--- config.mk ---
export PLATFORM = sky130hd
export DESIGN_NAME = fixed_block_free_list_allocator
export DESIGN_NICKNAME = d
export VERILOG_FILES = /design/src/fbfl_pkg.sv /design/src/fbfl_ram.sv /design/src/fixed_block_free_list_allocator.sv
export VERILOG_INCLUDE_DIRS = /design/src /design/src/src
export SDC_FILE = /design/constraint.sdc
export NUM_CORES = 2
export LEC_CHECK = 0
export ABC_AREA = 1
export BUFFER_PORTS_ARGS = -buffer_cell sky130_fd_sc_hd__buf_2
export CAP_MARGIN = 20
export CORE_MARGIN = 1
export CORE_UTILIZATION = 50
export DETAILED_ROUTE_END_ITERATION = 8
export PLACE_DENSITY_LB_ADDON = 0.1
export SKIP_CTS_REPAIR_TIMING = 1
export SLEW_MARGIN = 20
export SYNTH_ARGS = -nofsm -noshare
export SYNTH_HDL_FRONTEND = slang
export SYNTH_SLANG_ARGS = --single-unit
--- constraint.sdc ---
create_clock -name clock -period 7.4 [get_ports clock]
set_input_delay 0.37 -clock clock [delete_from_list [all_inputs] [get_ports clock]]
set_output_delay 0.37 -clock clock [all_outputs]
set_load 0.02 [all_outputs]
--- src/fixed_block_free_list_allocator_defines.svh ---
// Assertion macros shared by the allocator RTL.
// Depends on nothing; included by modules that carry assertions.
`ifndef FIXED_BLOCK_FREE_LIST_ALLOCATOR_DEFINES_SVH
`define FIXED_BLOCK_FREE_LIST_ALLOCATOR_DEFINES_SVH

// Same-cycle implication, checked on the rising clock outside reset.
`define FBFL_ASSERT_SAME(lbl, clk, rst, ante, cons, msg) \
   lbl: assert property (@(posedge clk) disable iff (rst) (ante) |-> (cons)) else $error(msg);

// Next-cycle implication, checked on the rising clock outside reset.
`define FBFL_ASSERT_NEXT(lbl, clk, rst, ante, cons, msg) \
   lbl: assert property (@(posedge clk) disable iff (rst) (ante) |=> (cons)) else $error(msg);

`endif

--- src/fbfl_pkg.sv ---
// Package for the free-list allocator: field widths, command codes and the
// sequencer state type. Depends on nothing.
package fbfl_pkg;

   localparam int INDEX_W = 8;
   localparam int LINK_W  = INDEX_W + 1;

   // Command codes carried on req_command.
   localparam logic CMD_ALLOC   = 1'b0;
   localparam logic CMD_RELEASE = 1'b1;

   typedef enum logic {
      ST_IDLE,
      ST_READ
   } state_type;

endpackage

--- src/fbfl_ram.sv ---
// Generic single-write, single-read RAM with a registered read port.
// Depends on nothing.
module fbfl_ram #(
   parameter int WIDTH = 9,
   parameter int DEPTH = 256
) (
   input  logic                     clock,
   input  logic                     wr_en,
   input  logic [$clog2(DEPTH)-1:0] wr_addr,
   input  logic [WIDTH-1:0]         wr_data,
   input  logic [$clog2(DEPTH)-1:0] rd_addr,
   output logic [WIDTH-1:0]         rd_data
);

   logic [WIDTH-1:0] mem [DEPTH];
   logic [WIDTH-1:0] rd_data_ff;

   always_ff @(posedge clock) begin
      if (wr_en) begin
         mem[wr_addr] <= wr_data;
      end
      rd_data_ff <= mem[rd_addr];
   end

   assign rd_data = rd_data_ff;

endmodule

--- src/fixed_block_free_list_allocator.sv ---
// Fixed-size pool allocator kept as a linked free list of entry indices.
// Depends on fbfl_pkg, fbfl_ram and fixed_block_free_list_allocator_defines.svh.
//
// Usage:
//   The req_ channel carries commands. req_command = allocate asks for an
//   entry; req_command = release returns req_entry_index to the pool. A
//   command is transferred when req_valid is high and req_stall is low.
//   Every allocate gives one transfer on the rsp_ channel with the granted
//   index and a warning bit that is set when the entry was the last free one
//   (that entry then stays on the list). A release gives no response, and a
//   release of an index outside the pool is dropped.
//   An allocate first reads the head's link from the link RAM, whose read
//   port is registered, before the head can move. The response is valid
//   the cycle after the read. A release writes one link word and moves the
//   head. A single output register holds the response; while it is full
//   and rsp_stall is high, new commands stall. Reset is synchronous. It
//   sets the head to entry 0 and clears one valid bit per link word; an
//   entry never written reads as linking to the next entry, the last one
//   as the list end. No clearing pass is needed, so the block takes
//   commands in the first cycle after reset.
module fixed_block_free_list_allocator
   import fbfl_pkg::*;
#(
   parameter int POOL_ENTRIES = 256
) (
   input  logic               clock,
   input  logic               reset,
   input  logic               req_valid,
   output logic               req_stall,
   input  logic               req_command,
   input  logic [INDEX_W-1:0] req_entry_index,
   output logic               rsp_valid,
   input  logic               rsp_stall,
   output logic [INDEX_W-1:0] rsp_granted_index,
   output logic               rsp_last_entry_warning
);

`include "fixed_block_free_list_allocator_defines.svh"

   localparam int LIVE_ENTRIES = (POOL_ENTRIES < (1 << INDEX_W)) ? POOL_ENTRIES : (1 << INDEX_W);
   localparam int AW = $clog2(LIVE_ENTRIES);
   localparam logic [LINK_W-1:0] LIVE_LIMIT = LINK_W'(LIVE_ENTRIES);
   localparam logic [LINK_W-1:0] LAST_ENTRY = LINK_W'(LIVE_ENTRIES - 1);

   state_type                 state_ff, state_in;
   logic [INDEX_W-1:0]        head_ff, head_in;
   logic [LIVE_ENTRIES-1:0]   valid_ff, valid_in;
   logic                      rsp_valid_ff, rsp_valid_in;
   logic [INDEX_W-1:0]        rsp_index_ff, rsp_index_in;
   logic                      rsp_warn_ff, rsp_warn_in;

   logic                      req_xfer;
   logic                      rel_in_range;
   logic                      ram_wr_en;
   logic [LINK_W-1:0]         ram_rd_data;
   logic [LINK_W-1:0]         reset_link;
   logic [LINK_W-1:0]         head_link;

   assign req_stall    = (state_ff != ST_IDLE) || (rsp_valid_ff && rsp_stall);
   assign req_xfer     = req_valid && !req_stall;
   assign rel_in_range = ({1'b0, req_entry_index} < LIVE_LIMIT);
   assign ram_wr_en    = req_xfer && (req_command == CMD_RELEASE) && rel_in_range;

   // Link word of an entry that has not been written since reset.
   assign reset_link = ({1'b0, head_ff} == LAST_ENTRY) ? {1'b1, {INDEX_W{1'b0}}}
                                                       : {1'b0, head_ff + INDEX_W'(1)};
   assign head_link  = valid_ff[head_ff[AW-1:0]] ? ram_rd_data : reset_link;

   // The RAM reads the head every cycle; in ST_READ the data belongs to the
   // head sampled at the allocate transfer, which has not moved since.
   fbfl_ram #(
      .WIDTH (LINK_W),
      .DEPTH (LIVE_ENTRIES)
   ) u_link_ram (
      .clock   (clock),
      .wr_en   (ram_wr_en),
      .wr_addr (req_entry_index[AW-1:0]),
      .wr_data ({1'b0, head_ff}),
      .rd_addr (head_ff[AW-1:0]),
      .rd_data (ram_rd_data)
   );

   always_comb begin
      state_in     = state_ff;
      head_in      = head_ff;
      valid_in     = valid_ff;
      rsp_valid_in = rsp_valid_ff && rsp_stall;
      rsp_index_in = rsp_index_ff;
      rsp_warn_in  = rsp_warn_ff;
      unique case (state_ff)
         ST_IDLE: begin
            if (req_xfer) begin
               if (req_command == CMD_ALLOC) begin
                  state_in = ST_READ;
               end else if (rel_in_range) begin
                  head_in = req_entry_index;
                  valid_in[req_entry_index[AW-1:0]] = 1'b1;
               end
            end
         end
         ST_READ: begin
            state_in     = ST_IDLE;
            rsp_valid_in = 1'b1;
            rsp_index_in = head_ff;
            rsp_warn_in  = head_link[LINK_W-1];
            if (!head_link[LINK_W-1]) begin
               head_in = head_link[INDEX_W-1:0];
            end
         end
         default: begin
            state_in = ST_IDLE;
         end
      endcase
   end

   always_ff @(posedge clock) begin
      if (reset) begin
         state_ff     <= ST_IDLE;
         head_ff      <= '0;
         valid_ff     <= '0;
         rsp_valid_ff <= 1'b0;
      end else begin
         state_ff     <= state_in;
         head_ff      <= head_in;
         valid_ff     <= valid_in;
         rsp_valid_ff <= rsp_valid_in;
      end
   end

   always_ff @(posedge clock) begin
      rsp_index_ff <= rsp_index_in;
      rsp_warn_ff  <= rsp_warn_in;
   end

   assign rsp_valid              = rsp_valid_ff;
   assign rsp_granted_index      = rsp_index_ff;
   assign rsp_last_entry_warning = rsp_warn_ff;

   `FBFL_ASSERT_SAME(a_read_slot_free, clock, reset, state_ff == ST_READ, !rsp_valid_ff,
      "allocate read finished while the response register was still full")
   `FBFL_ASSERT_SAME(a_head_in_pool, clock, reset, 1'b1, {1'b0, head_ff} < LIVE_LIMIT,
      "free-list head points outside the pool")
   `FBFL_ASSERT_NEXT(a_read_gives_rsp, clock, reset, state_ff == ST_READ, rsp_valid_ff,
      "allocate did not produce a response")
   `FBFL_ASSERT_NEXT(a_release_moves_head, clock, reset, ram_wr_en,
      head_ff == $past(req_entry_index), "release did not make the entry the new head")

endmodule

Word level (Yosys, flattened, before mapping)
Memories as Yosys holds them, arrays and structs flattened. A register that Yosys moved wholly into a read port is not among the register bits.
Index checks and enable logic that the tools add are counted.

storage, ports and cells
  register bits = 284
  bits in writable memories = 2048
  input port bits = 13
  output and inout port bits = 11
  memories kept = 1

memories
  name            depth  bits a word  rd ports  clocked after memory_dff  write ports  line            source
  u_link_ram.mem  256    8            1         1                         1            fbfl_ram.sv:15  logic [WIDTH-1:0] mem [DEPTH];

operators by class
  add/subtract/negate cells = 1
  $lt $le $gt $ge = 3
  equality and inequality tests = 4
  multiplexer cells = 16
  bitwise operators = 2
  reduce and logical (&&, ||, !) cells = 8

operator list
  kind                   number
  $or A256 B256 Y256     1
  $mux W8                3
  $lt A8 B9 Y1 const B   2
  $mux W9                2
  $pmux W8 S2            1
  $add A8 B1 Y8 const B  1
  $bmux W1 S8            1
  $demux W1 S8           1
  $eq A8 B8 Y1 const B   1
  $ge A8 B1 Y1 const B   1
  $mux W1                7
  $ne A2 B2 Y1 const B   3
  $reduce_and A3 Y1      2
  $logic_and A1 B1 Y1    4
  $pmux W1 S2            1
  $logic_not A1 Y1       1
  $logic_or A1 B1 Y1     1
  $not A1 Y1             1

Logic depth before layout (Yosys ltp)
  word-level depth = 7
  depth in mapped cells = 21

Hierarchy
Synthesis repeated with hierarchy kept, for this count alone.

second synthesis, totals
  cell total of the unflattened synthesis = 9448
  area total of the unflattened synthesis = 105194.6 µm²

modules (own cells, without submodules)
  module                           instances  cells each  area an instance (µm²)  seq. area each (µm²)
  fbfl_ram                         1          7826        93519.7                 69366.5
  fixed_block_free_list_allocator  1          1622        11674.9                 5595.4

Worst setup path before layout
Ideal clock, no wire load.

  path type = reg-to-reg
  start = register head_ff[2]
  end = register u_link_ram.rd_data_ff[4] (netlist: u_link_ram.rd_data[4]) (read register of u_link_ram.mem)
  arrival time = 5.514 ns
  data required time = 7.341 ns
  slack = 1.827 ns
  cell stages (with the launch flop) = 12
  path buffers = 3
  clock period less this slack = 5.573 ns
  cell sequence = dfxtp_1 > nand2_1 > inv_1 > buf_2 > buf_2 > clkbuf_1 > nand2_1 > nand4_1 > o21ai_1 > o211ai_1 > nand3_1 > nand2_1

RTL lines
  what                    line                                    source
  from (decl)             fixed_block_free_list_allocator.sv:46   logic [INDEX_W-1:0] head_ff, head_in;
  from (signal assigned)  fixed_block_free_list_allocator.sv:124  head_ff <= head_in;
  to (decl)               fbfl_ram.sv:16                          logic [WIDTH-1:0] rd_data_ff;

==> flow_metrics.tcl <==
set metrics [dict create \
    min_period_ns 4.893 \
    synthMuxAreaShare_pct 0 \
    worst_slew_pin_slew_ns 1.153 \
    grt_usage_pct 27.49 \
    cts-root-buf "clkbuf_16" \
    path_cells "nand2_1 > inv_8 > buf_4 > nand2_1 > nand3_1 > o21ai_0 > o211ai_1 > nand3_1 > nand2_1" \
    num_rows 157 \
    synth_seq_cells 2331 \
    cp-start-kind "flop" \
    hold_start "reset" \
    worstReg2RegEnd "u_link_ram.rd_data[1]$_DFF_P_" \
    tns_ns 0 \
    clock_path_buffers 3 \
    power_leakage_nw 34.18 \
    dr.first_iter.drc_count 7192 \
    io_pins 24 \
    syn-num-nets 7732 \
    synthTopCellsByArea "edfxtp_1 67%, nor2_1 7.3%, o21ai_0 6.1%" \
    drcViolationCount 0 \
    setup-violations-final 0 \
    r2r_cells 9 \
    p_per_area_mw_per_mm2 289.1 \
    synth_cell_types 32 \
    wirelength_mm 259.5 \
    synth_area_mm2 0.09231 \
    holdWs_ns 0.05119 \
    cp_top_family "simple AND/OR/NAND/NOR gates" \
    synth-compound-area-share_pct 11.79 \
    netlist_instances 7718 \
    clock-skew-final_ns 0.04148 \
    synthAdderAreaFrac_pct 0.01355 \
    hold_depth 2 \
    syn-mean-instance-area_um2 11.96 \
    vdd_drop_max_uv 243.4 \
    drv_cap 0 \
    die_w_um 431.7 \
    nFillCells 15260 \
    min_path_type "input pin to flop" \
    synth_ff_type "edfxtp_1" \
    core_area_mm2 0.1833 \
    grt_pass1_wl_mm 381.3 \
    crit_arrival_ns 5.70 \
    timing.slew.headroom_pct 23.15 \
    grt_max_degree 203 \
    fmax_ghz 0.2044 \
    final_antenna_net_count 0 \
    clk_latency_ns 0.87 \
    synth_top_family_by_area "compound AO/OA/AOI/OAI gates" \
    clock-sinks 2331 \
    fp.dieArea_mm2 0.1863 \
    cp_common_cell "nand2_1" \
    start_util_pct 50.37 \
    critPathKind "flop to flop" \
    synth-simple-area-share_pct 11.56 \
    routabilityCongestion 0.8474 \
    htree_levels 4 \
    critPathBufInv 2 \
    synth.most_common_cell "edfxtp_1" \
    ys_seq_area_share_pct 72.86 \
    period_share_pct 66.12 \
    vias 61070 \
    r2r_setup_slack_ns 2.51 \
    port_buffers 23 \
    synth_top_cell_by_area "edfxtp_1" \
    slowest_stage "dfxtp_4" \
    area_delta_synth_final_pct 10.63 \
    synth_top_cells_by_count "2057 x edfxtp_1, 1789 x nor2_1, 1130 x o21ai_0" \
    synth_top_cell_area_share_pct 66.92 \
    synth_edf_count 2057 \
    slowest_delay_ns 0.98 \
    synth_xor_area_share_pct 0.01898 \
    stdcell_count 10200 \
    yosysWarnings 0 \
    first_global_vias 56930 \
    die_h_um 431.7 \
    dr.pass1.iters 6 \
    antenna_found_initial 6 \
    critical_path_peak_fanout 108 \
    nets 7543 \
    viasPerCell 5.987 \
    reg2reg_from "head_ff[2]$_SDFFE_PP0P_" \
    grt-ovfl-total 0 \
    synthArstFlopShare_pct 0 \
    drv_slew 0 \
    holdPathEnd "valid_ff[40]$_SDFFE_PP0P_" \
    clkTransAtPathRegs_ns 0.07 \
    finalHoldViolCount 0 \
    wl_per_cell_um 25.44 \
    cts_buffers 233 \
    worstSetupStartpoint "head_ff[2]$_SDFFE_PP0P_" \
    status "finished clean" \
    dp.cells 9754 \
    drive_above_1_share_pct 6.786 \
    rsz0062_at_grt "false" \
    critPathCaptureType "flop" \
    hpwl_mm 140.9 \
    cts_tree "built" \
    critical_path_required_ns 8.21 \
]
## sequential cells by signal, summed over array words and instances, names as in the netlist
name,cells
head_ff,8
rsp_granted_index,8
rsp_last_entry_warning,1
rsp_valid,1
state_ff,1
u_link_ram.mem,2048
u_link_ram.rd_data,8
valid_ff,256
## power by group
part / internal (W) / switching (W)
clock network: 0.00739 / 0.00502
logic: 0.000581 / 0.00197
registers: 0.0145 / 0.0000900
total: 0.0224 / 0.00708
## cell families after synthesis
kind of cell	count (synthesis)
AND/OR/NAND/NOR	2683
flip-flops	2331
AO/OA/AOI/OAI	1913
buffers and inverters	788
XOR/XNOR	2
adder cells (fa/ha/maj)	1
## worst max-delay path by stage
stage / depth (start not counted) / to / slack [ns]
2_1_floorplan: 11 / u_link_ram.rd_data[4]$_DFF_P_ / 1.83
3_3_place_gp: 9 / u_link_ram.rd_data[3]$_DFF_P_ / 2.38
3_5_place_dp: 9 / u_link_ram.rd_data[3]$_DFF_P_ / 2.59
4_1_cts: 9 / u_link_ram.rd_data[3]$_DFF_P_ / 2.61
5_1_grt: 9 / u_link_ram.rd_data[1]$_DFF_P_ / 2.43
6_report: 9 / u_link_ram.rd_data[1]$_DFF_P_ / 2.51
## cell type report
| cell class | instances | area [um^2] | area share (%) |
|---|---|---|---|
| multi-input cells | 4599 | 21600 | 21.15 |
| repair buffers | 128 | 1140 | 1.116 |
| clock inverters | 120 | 1568 | 1.535 |
| clock buffers | 322 | 6523 | 6.387 |
| flip-flops and latches | 2331 | 67280 | 65.89 |
| well taps | 2464 | 3083 | 3.019 |
| diodes | 1 | 2.502 | 0.002451 |
| inverters | 236 | 920.9 | 0.9018 |
## cells in the final DEF (no fill, tap or decap), drive strengths merged, types with 124 or more instances in the layout
master / netlist / layout
edfxtp: 2057 / 2057
nor2: 1789 / 1789
o21ai: 1207 / 1207
nand2: 499 / 499
nand3: 367 / 367
clkbuf: 309 / 323
o22ai: 315 / 315
dfxtp: 274 / 274
inv: 234 / 236
o221ai: 179 / 179
buf: 243 / 124
## worst reg2reg max path: cells and delay by family, from the launching register on
family / cells / cell delay (ns)
AO/OA/AOI/OAI: 2 / 0.69
buffers and inverters: 2 / 1.55
flip-flops: 1 / 0.98
AND/OR/NAND/NOR: 5 / 1.64
## metrics by stage
stage                     util [%]  cell area [um^2]  setup WS (ns)  power, W
after CTS                    55.68            102100          2.614   0.02964
final                        55.72            102100          2.507   0.02952
after global placement       51.26             93950          2.381   0.01735
after global routing         55.72            102100          2.434   0.03034
after detailed placement     51.27             93970          2.594   0.01736
after floorplan                  -             92310          1.827   0.01641
## routing by layer
metal	global-route usage (%)	share of wire [%]
met2	41.69	45
met1	40.27	43
met3	4.623	8.1
met4	9.423	3.4
met5	0	0.0050
Note: power is estimated with default switching activity, not from simulation.
